### src/design/evnf_pkg.sv
// shared widths, register indexes and fixed-point constants for the
// energy vad with noise floor; no dependencies
package evnf_pkg;

    localparam int ENERGY_W    = 24;
    localparam int COEF_W      = 15;
    localparam int IDX_W       = 8;
    localparam int FIELD_W     = 16;
    localparam int IN_TDATA_W  = 40;
    localparam int OUT_TDATA_W = 80;
    localparam int CFG_IDX_W   = 3;
    localparam int CFG_DATA_W  = 24;
    localparam int Q15_SHIFT   = 15;

    localparam logic [ENERGY_W-1:0] MAX24    = 24'hFF_FFFF;
    localparam logic [COEF_W-1:0]   Q15_HALF = 15'd16384;

    typedef logic [CFG_IDX_W-1:0] t_cfg_idx;

    localparam t_cfg_idx CFG_BAND_START = 3'd0;
    localparam t_cfg_idx CFG_BAND_END   = 3'd1;
    localparam t_cfg_idx CFG_FAST_KEEP  = 3'd2;
    localparam t_cfg_idx CFG_FAST_GAIN  = 3'd3;
    localparam t_cfg_idx CFG_SLOW_KEEP  = 3'd4;
    localparam t_cfg_idx CFG_SLOW_GAIN  = 3'd5;
    localparam t_cfg_idx CFG_MARGIN     = 3'd6;
    localparam t_cfg_idx CFG_HANGOVER   = 3'd7;

endpackage

### src/design/energy_vad_noise_floor.sv
// energy voice activity detector with tracked noise floor and hangover
// depends on evnf_pkg; one shared multiply-accumulate unit under a sequencer
//
// channel   dir  signals                      word layout (lsb first)
// s_axis    in   tvalid tready tdata tlast    bin_real[15:0] bin_imag[31:16] bin_index[39:32]
// m_axis    out  tvalid tready tdata          voice_active[0] frame_energy[24:1]
//                                             smoothed_energy[48:25] noise_floor[72:49]
// cfg       in   i_cfg_we i_cfg_idx i_cfg_data  register index 0..7, no read-back
//
// an in-band bin runs two squares on the shared multiplier, then one square root
// digit per cycle for SAMPLE_BITS digits, then one accumulate
// an out-of-band bin is dropped as it is accepted; a frame end runs the two
// blends on the same multiplier, each with a rounding step, plus the result hand-off
// reset is synchronous, active low; config returns to its defaults, state to zero
// the result sits in an output register, so input keeps flowing while it waits;
// only a second frame end stalls in the hand-off cycle until the result is taken
module energy_vad_noise_floor #(
    parameter int BIN_COUNT   = 256,
    parameter int SAMPLE_BITS = 16
) (
    input  logic                                 i_clk,
    input  logic                                 i_rst_n,
    // bin_real[15:0], bin_imag[31:16], bin_index[39:32]
    input  logic [evnf_pkg::IN_TDATA_W-1:0]      s_axis_tdata,
    input  logic                                 s_axis_tlast,
    input  logic                                 s_axis_tvalid,
    output logic                                 s_axis_tready,
    // voice_active[0], frame_energy[24:1], smoothed_energy[48:25], noise_floor[72:49]
    output logic [evnf_pkg::OUT_TDATA_W-1:0]     m_axis_tdata,
    output logic                                 m_axis_tvalid,
    input  logic                                 m_axis_tready,
    input  logic                                 i_cfg_we,
    input  logic [evnf_pkg::CFG_IDX_W-1:0]       i_cfg_idx,
    input  logic [evnf_pkg::CFG_DATA_W-1:0]      i_cfg_data
);

    localparam int EW  = evnf_pkg::ENERGY_W;
    localparam int CWC = evnf_pkg::COEF_W;
    localparam int SB  = SAMPLE_BITS;
    // raw field width seen by the sample mask
    localparam int RW  = (SB > evnf_pkg::FIELD_W) ? SB : evnf_pkg::FIELD_W;
    // multiplier operand width: samples or energies, whichever is wider
    localparam int MW  = (SB > EW) ? SB : EW;
    localparam int PW  = 2 * MW;
    // running sum width before saturation
    localparam int SW  = (SB > EW) ? SB + 1 : EW + 1;
    localparam int CNW = $clog2(SAMPLE_BITS);

    // sequencer codes
    localparam logic [3:0] ST_IDLE   = 4'd0;
    localparam logic [3:0] ST_SQ_A   = 4'd1;
    localparam logic [3:0] ST_SQ_B   = 4'd2;
    localparam logic [3:0] ST_ROOT   = 4'd3;
    localparam logic [3:0] ST_ACC    = 4'd4;
    localparam logic [3:0] ST_SM_A   = 4'd5;
    localparam logic [3:0] ST_SM_B   = 4'd6;
    localparam logic [3:0] ST_SM_RND = 4'd7;
    localparam logic [3:0] ST_FL_A   = 4'd8;
    localparam logic [3:0] ST_FL_B   = 4'd9;
    localparam logic [3:0] ST_FL_RND = 4'd10;
    localparam logic [3:0] ST_EMIT   = 4'd11;

    // config registers
    logic [evnf_pkg::IDX_W-1:0] r_band_start, r_band_end, r_hang_frames;
    logic [CWC-1:0]             r_fast_keep, r_fast_gain, r_slow_keep, r_slow_gain;
    logic [EW-1:0]              r_margin;

    // control state
    logic [3:0]     r_state, n_state;
    logic [CNW-1:0] r_cnt;
    logic           r_last;
    logic           r_slow;
    logic [7:0]     r_hold;
    logic           r_act;
    logic [EW-1:0]  r_sum, r_smooth, r_floor, r_en;
    logic           r_out_valid;

    // datapath payload
    logic [SB-1:0]  r_mag_a, r_mag_b;
    logic [PW-1:0]  r_acc;
    logic [SB-1:0]  r_root;
    logic [SB+1:0]  r_rem;
    logic           r_o_voice;
    logic [EW-1:0]  r_o_energy, r_o_smooth, r_o_floor;

    // input unpack
    logic [evnf_pkg::FIELD_W-1:0] in_real, in_imag;
    logic [evnf_pkg::IDX_W-1:0]   in_idx;
    logic [RW-1:0]                raw_re, raw_im;
    logic [SB-1:0]                v_re, v_im, mag_re, mag_im;
    logic                         in_band;
    logic                         in_acc;

    assign in_real = s_axis_tdata[15:0];
    assign in_imag = s_axis_tdata[31:16];
    assign in_idx  = s_axis_tdata[39:32];
    assign raw_re  = RW'(in_real);
    assign raw_im  = RW'(in_imag);
    assign v_re    = raw_re[SB-1:0];
    assign v_im    = raw_im[SB-1:0];
    // two's complement magnitude over the low sample bits
    assign mag_re  = v_re[SB-1] ? (~v_re + SB'(1)) : v_re;
    assign mag_im  = v_im[SB-1] ? (~v_im + SB'(1)) : v_im;
    assign in_band = (in_idx >= r_band_start) && (in_idx <= r_band_end)
                   && (32'(in_idx) < 32'(BIN_COUNT));

    assign s_axis_tready = (r_state == ST_IDLE);
    assign in_acc        = s_axis_tvalid && s_axis_tready;

    // shared multiplier operand select
    logic [MW-1:0] mul_a, mul_b;
    logic [PW-1:0] prod;
    logic [CWC-1:0] keep_sel, gain_sel;

    // slow coefficients while the floor sits below the smoothed energy
    assign keep_sel = r_slow ? r_slow_keep : r_fast_keep;
    assign gain_sel = r_slow ? r_slow_gain : r_fast_gain;

    always_comb begin
        unique case (r_state)
            ST_SQ_A: begin
                mul_a = MW'(r_mag_a);
                mul_b = MW'(r_mag_a);
            end
            ST_SQ_B: begin
                mul_a = MW'(r_mag_b);
                mul_b = MW'(r_mag_b);
            end
            ST_SM_A: begin
                mul_a = MW'(r_fast_keep);
                mul_b = MW'(r_smooth);
            end
            ST_SM_B: begin
                mul_a = MW'(r_fast_gain);
                mul_b = MW'(r_en);
            end
            ST_FL_A: begin
                mul_a = MW'(keep_sel);
                mul_b = MW'(r_floor);
            end
            ST_FL_B: begin
                mul_a = MW'(gain_sel);
                mul_b = MW'(r_en);
            end
            default: begin
                mul_a = '0;
                mul_b = '0;
            end
        endcase
    end

    assign prod = mul_a * mul_b;

    // q15 round half up and saturate at 24 bits
    logic [PW-1:0] rnd_full;
    logic [EW-1:0] rnd_sat;
    assign rnd_full = (r_acc + PW'(evnf_pkg::Q15_HALF)) >> evnf_pkg::Q15_SHIFT;
    assign rnd_sat  = (rnd_full > PW'(evnf_pkg::MAX24)) ? evnf_pkg::MAX24
                                                         : rnd_full[EW-1:0];

    // one restoring square root digit: bring down two bits, try 4q+1
    logic [SB+3:0] rem_sh, trial;
    logic          root_ok;
    assign rem_sh  = {r_rem, r_acc[2*SB-1 -: 2]};
    assign trial   = (SB+4)'({r_root, 2'b01});
    assign root_ok = (rem_sh >= trial);

    // saturating band sum
    logic [SW-1:0] sum_ext;
    assign sum_ext = SW'(r_sum) + SW'(r_root);

    // speech decision against floor plus margin, kept at 25 bits
    logic [EW:0] thresh;
    logic        speech;
    assign thresh = {1'b0, rnd_sat} + {1'b0, r_margin};
    assign speech = ({1'b0, r_smooth} >= thresh);

    logic out_free;
    assign out_free = !r_out_valid || m_axis_tready;

    always_comb begin
        n_state = r_state;
        unique case (r_state)
            ST_IDLE: begin
                if (in_acc) begin
                    if (in_band)
                        n_state = ST_SQ_A;
                    else if (s_axis_tlast)
                        n_state = ST_SM_A;
                end
            end
            ST_SQ_A:   n_state = ST_SQ_B;
            ST_SQ_B:   n_state = ST_ROOT;
            ST_ROOT:   n_state = (r_cnt == '0) ? ST_ACC : ST_ROOT;
            ST_ACC:    n_state = r_last ? ST_SM_A : ST_IDLE;
            ST_SM_A:   n_state = ST_SM_B;
            ST_SM_B:   n_state = ST_SM_RND;
            ST_SM_RND: n_state = ST_FL_A;
            ST_FL_A:   n_state = ST_FL_B;
            ST_FL_B:   n_state = ST_FL_RND;
            ST_FL_RND: n_state = ST_EMIT;
            ST_EMIT:   n_state = out_free ? ST_IDLE : ST_EMIT;
            default:   n_state = ST_IDLE;
        endcase
    end

    // config write port
    always_ff @(posedge i_clk) begin
        if (!i_rst_n) begin
            r_band_start  <= 8'd8;
            r_band_end    <= 8'd26;
            r_fast_keep   <= 15'd24576;
            r_fast_gain   <= 15'd8192;
            r_slow_keep   <= 15'd32440;
            r_slow_gain   <= 15'd328;
            r_margin      <= '0;
            r_hang_frames <= 8'd8;
        end else if (i_cfg_we) begin
            unique case (i_cfg_idx)
                evnf_pkg::CFG_BAND_START: r_band_start  <= i_cfg_data[7:0];
                evnf_pkg::CFG_BAND_END:   r_band_end    <= i_cfg_data[7:0];
                evnf_pkg::CFG_FAST_KEEP:  r_fast_keep   <= i_cfg_data[CWC-1:0];
                evnf_pkg::CFG_FAST_GAIN:  r_fast_gain   <= i_cfg_data[CWC-1:0];
                evnf_pkg::CFG_SLOW_KEEP:  r_slow_keep   <= i_cfg_data[CWC-1:0];
                evnf_pkg::CFG_SLOW_GAIN:  r_slow_gain   <= i_cfg_data[CWC-1:0];
                evnf_pkg::CFG_MARGIN:     r_margin      <= i_cfg_data[EW-1:0];
                evnf_pkg::CFG_HANGOVER:   r_hang_frames <= i_cfg_data[7:0];
            endcase
        end
    end

    // sequencer and tracked state
    always_ff @(posedge i_clk) begin
        if (!i_rst_n) begin
            r_state     <= ST_IDLE;
            r_cnt       <= '0;
            r_last      <= 1'b0;
            r_slow      <= 1'b0;
            r_hold      <= '0;
            r_act       <= 1'b0;
            r_sum       <= '0;
            r_smooth    <= '0;
            r_floor     <= '0;
            r_en        <= '0;
            r_out_valid <= 1'b0;
        end else begin
            r_state <= n_state;
            // hand-off loads a new word, otherwise a taken word clears the flag
            if (r_state == ST_EMIT && out_free)
                r_out_valid <= 1'b1;
            else if (m_axis_tready)
                r_out_valid <= 1'b0;
            unique case (r_state)
                ST_IDLE: begin
                    if (in_acc)
                        r_last <= s_axis_tlast;
                end
                ST_SQ_B: r_cnt <= CNW'(SAMPLE_BITS - 1);
                ST_ROOT: r_cnt <= r_cnt - CNW'(1);
                ST_ACC: begin
                    r_sum <= (sum_ext > SW'(evnf_pkg::MAX24)) ? evnf_pkg::MAX24
                                                              : sum_ext[EW-1:0];
                end
                ST_SM_A: begin
                    // frame closes: latch its energy and restart the sum
                    r_en  <= r_sum;
                    r_sum <= '0;
                end
                ST_SM_RND: begin
                    r_smooth <= rnd_sat;
                    r_slow   <= (r_floor < rnd_sat);
                end
                ST_FL_RND: begin
                    r_floor <= rnd_sat;
                    if (speech) begin
                        r_hold <= r_hang_frames;
                        r_act  <= 1'b1;
                    end else if (r_hold != '0) begin
                        r_hold <= r_hold - 8'd1;
                        r_act  <= 1'b1;
                    end else begin
                        r_act  <= 1'b0;
                    end
                end
                default: begin
                end
            endcase
        end
    end

    // datapath payload, no reset needed
    always_ff @(posedge i_clk) begin
        unique case (r_state)
            ST_IDLE: begin
                if (in_acc) begin
                    r_mag_a <= mag_re;
                    r_mag_b <= mag_im;
                end
            end
            ST_SQ_A: r_acc <= prod;
            ST_SQ_B: begin
                r_acc  <= r_acc + prod;
                r_rem  <= '0;
                r_root <= '0;
            end
            ST_ROOT: begin
                r_acc  <= r_acc << 2;
                r_root <= {r_root[SB-2:0], root_ok};
                r_rem  <= root_ok ? (SB+2)'(rem_sh - trial) : rem_sh[SB+1:0];
            end
            ST_SM_A: r_acc <= prod;
            ST_SM_B: r_acc <= r_acc + prod;
            ST_FL_A: r_acc <= prod;
            ST_FL_B: r_acc <= r_acc + prod;
            ST_EMIT: begin
                if (out_free) begin
                    r_o_voice  <= r_act;
                    r_o_energy <= r_en;
                    r_o_smooth <= r_smooth;
                    r_o_floor  <= r_floor;
                end
            end
            default: begin
            end
        endcase
    end

    assign m_axis_tvalid = r_out_valid;
    assign m_axis_tdata  = {7'd0, r_o_floor, r_o_smooth, r_o_energy, r_o_voice};

endmodule

### config.mk
export PLATFORM = sky130hd
export DESIGN_NAME = energy_vad_noise_floor
export DESIGN_NICKNAME = d
export VERILOG_FILES = /design/src/design/evnf_pkg.sv /design/src/design/energy_vad_noise_floor.sv
export SDC_FILE = /design/constraint.sdc
export NUM_CORES = 2
export LEC_CHECK = 0
export ABC_AREA = 1
export BUFFER_PORTS_ARGS = -buffer_cell sky130_fd_sc_hd__buf_4
export CORE_AREA = 2 2 333 236
export DETAILED_ROUTE_END_ITERATION = 7
export DIE_AREA = 0 0 335 238
export PLACE_DENSITY = 0.7
export SYNTH_ARGS = -nofsm -noshare
export SYNTH_HDL_FRONTEND = slang
export SYNTH_SLANG_ARGS = --single-unit
export TNS_END_PERCENT = 50
### constraint.sdc
create_clock -name i_clk -period 12.7 [get_ports i_clk]
set_clock_uncertainty 0.2 [all_clocks]
set_input_delay 0.635 -clock i_clk [delete_from_list [all_inputs] [get_ports i_clk]]
set_output_delay 0.635 -clock i_clk [all_outputs]
set_load 0.1 [all_outputs]
==> results by group <==
Die
  • Row cnt: 85
  • Die Wd: 335 µm
  • Die area: 79700 µm²
  • Top-Level Pins: 155
  • Core ar.: 76400 µm²
  • Die height: 238 µm
  • Initial Util: 49.8%

Synth
  • #FFs+latches synth: 411
  • Cells after synthesis: 4969
  • Top cells by count, synth: nand2_1, inv_1, nor2_1, a21oi_1, fa_1
  • Most frequent cell after synthesis: nand2_1
  • Synth unique cells: 68
  • Mean Syn Cell Area: 7.66 µm²
  • Async S/R FF share, synth: 0%
  • Share of the synthesized area in the top cell type: 16.3%
  • Register area share after synthesis: 26.5%
  • Top cells by area, synth: fa_1, edfxtp_1, dfxtp_1
  • Simple-gate share of the synthesized area: 19.9%
  • EDFF count, synth: 187
  • Mapped Area: 38000 µm²
  • Synth Area in XOR/XNOR: 3.29%
  • Dominant synthesized flop cell: dfxtp_1
  • Compound-cell area share of the yosys netlist: 13.1%
  • Largest family of logic cells by synthesized area: adder cells
  • Area leader, netlist: fa_1
  • Post-Synth Adder-Cell Area: 25.9%
  • Ys Warns: 0
  • Mux cell area share after synthesis: 0%

Clock tree
  • Root Driver: clkbuf_16
  • PostCTS Resize Cnt: 0
  • TritonCTS clock tree: built
  • Clk slew on worst S/H paths: 0.08 ns
  • Sink Count: 411
  • Clk Latency, worst-skew pair: 0.62 ns
  • Setup repair bufs after CTS: 0
  • CTS Buf Count: 44
  • Bufs on Longest Clock Path: 3
  • H-tree Lvls: 2
  • Hold_buf cts: 0

Placement
  • Final HPWL DP: 97600 µm
  • Routability congestion estimate: 0.997
  • Port bufs: 147
  • Cell count after placement: 5998

Finish
  • Post-Layout Cell Count: 6082
  • Layout cells sized above 1: 7.01%
  • Area growth syn-to-layout: 9.19%
  • Fin nets: 5718
  • # fillers: 7189

Min path
  • Hold path depth: 3
  • Hold worst-path end: r_margin[23]
  • Hold path start: i_cfg_data[23]
  • Hold WC Path Type: primary input to register

Timing
  • Total negative slack: 0 ns
  • Rel. slew slack: 11.7%
  • Fmax: 87.4 MHz
  • Setup-failing EPs final: 0
  • Final Max Slew Viols: 0
  • Final period util: 90.1%
  • Min Tclk post-route: 11.45 ns
  • RSZ-0062 raised after global routing: no
  • Final hold violations: 0
  • Worst-margin pin slew: 1.32 ns

Setup path
  • Highest cell delay on the worst timing path: 0.75 ns
  • Most common cell on crit path: inv_1
  • Critical path required time: 12.86 ns
  • Crit end category: register
  • Reg2reg start: r_state[3]
  • CP arrival: 11.60 ns
  • Worst reg-to-reg path cell count: 41
  • Critical setup path kind: register to register
  • Critical Path Fanout Max: 23
  • Crit start category: register
  • Reg2Reg Setup Slack: 1.25 ns
  • Reg2Reg Capture Point: r_acc[43]
  • Slowest cell on crit path: nand2_1

GRT
  • Initial antenna violation count: 2
  • Vias in the first global route: 32402
  • Largest net degree at the start of global routing: 112
  • Total track usage: 31.0%
  • Total grt overflow: 0
  • Global-route wire length before repair: 191000 µm

Pwr
  • Worst VDD drop: 167 µV
  • Leakage: 20.2 nW
  • Pwr Density: 198 nW/µm²

Route
  • Drt drc: 0
  • Drt via density: 5.62
  • Drt pass-1 iters: 6
  • DR vias: 34202
  • WL final: 124000 µm
  • Routed Antenna Nets: 0
  • Avg WL per Cell: 20.4 µm
  • Iter 0 DRT Violations: 4229

Outcome
  • Outcome: finished, final reports clean

Job
  • Maxcap violations: 0
layout by cell type (no fill, tap or decap), drive strengths merged, types with 66 or more instances in the layout:
cell type / count
a21oi: 341
buf: 176
dfxtp: 224
edfxtp: 187
fa: 310
ha: 291
inv: 944
nand2: 1012
nand3: 155
nor2: 518
o21ai: 316
xnor2: 66
xor2: 77
state kept, by name, indices dropped and copies added (netlist names), 15 cells and up:
name,cells
r_root,16
r_floor,24
r_mag_a,16
r_acc,48
r_mag_b,16
r_slow_keep,15
r_fast_gain,15
r_o_energy,24
r_smooth,24
r_sum,24
r_rem,18
r_o_floor,24
r_fast_keep,15
r_en,24
r_slow_gain,15
r_o_smooth,24
r_margin,24
worst max path at each step:
stage	end	slack [ns]	startpoint	cells after the start
after global routing	r_acc[43]	0.46	r_state[3]	41
final	r_acc[43]	1.25	r_state[3]	41
after CTS	r_acc[41]	1.59	r_state[3]	39
after detailed placement	r_acc[43]	1.59	r_state[3]	41
after floorplan	r_acc[43]	3.81	r_state[3]	47
after global placement	r_acc[41]	1.78	r_state[3]	40
logic make-up (layout without fill, tap and decap cells):
kind of cell	after synthesis	in the layout
buf+inv	1105	1202
flops	411	411
simple gates	1831	1831
compound gates	876	876
xor+xnor	143	143
other cells	2	18
fa+ha+maj	601	601
report_power, final:
| part | switching, W | internal [W] | total [W] |
|---|---|---|---|
| registers | 0.000235 | 0.00169 | 0.00193 |
| clock network | 0.000604 | 0.000824 | 0.00143 |
| logic | 0.00338 | 0.00149 | 0.00487 |
| total | 0.00422 | 0.00401 | 0.00823 |
layer usage:
layer	GRT usage (%)	wire, µm	part of all wire (%)	vias up
met1	45.8	55300	45	16218
met4	6.92	2880	2.3	2
met3	11.5	17500	14	194
met2	42.5	48200	39	1820
li1	-	-	-	15968
met5	0	13	0.010	-
per-stage QoR:
| stage | utilization (%) | area (µm²) | total power [W] | hold slack, ns | setup slack (ns) |
|---|---|---|---|---|---|
| CTS | 54.4 | 41500 | 0.00810 | 0.0152 | 1.59 |
| detailed placement | 52.3 | 40000 | 0.00666 | 0.224 | 1.59 |
| finish | 54.4 | 41500 | 0.00823 | 0.0445 | 1.25 |
| global route | 54.4 | 41500 | 0.00882 | 0.0326 | 0.457 |
| floorplan | - | 38100 | 0.00527 | 0.208 | 3.81 |
| global placement | 52.3 | 40000 | 0.00661 | 0.220 | 1.78 |
critical path, delay by kind of cell (launching register included):
kind,cells,cell delay (ns)
buffers and inverters,9,1.04
adders and majority gates,8,3.86
AOI/OAI and AO/OA,7,1.36
and+or+nand+nor,17,4.38
DFF,1,0.34
cell type report:
| class | instances | area (µm²) | area share, % |
|---|---|---|---|
| clock inverter | 23 | 329 | 0.792 |
| multi-input combinational | 3467 | 23700 | 57.1 |
| timing repair buffer | 176 | 1320 | 3.18 |
| tap | 1000 | 1250 | 3.01 |
| sequential | 411 | 10100 | 24.3 |
| inverter | 944 | 3540 | 8.53 |
| clock buffer | 59 | 1250 | 3.01 |
| antenna | 2 | 5.00 | 0.0120 |
(Power assumes the default switching activity.)
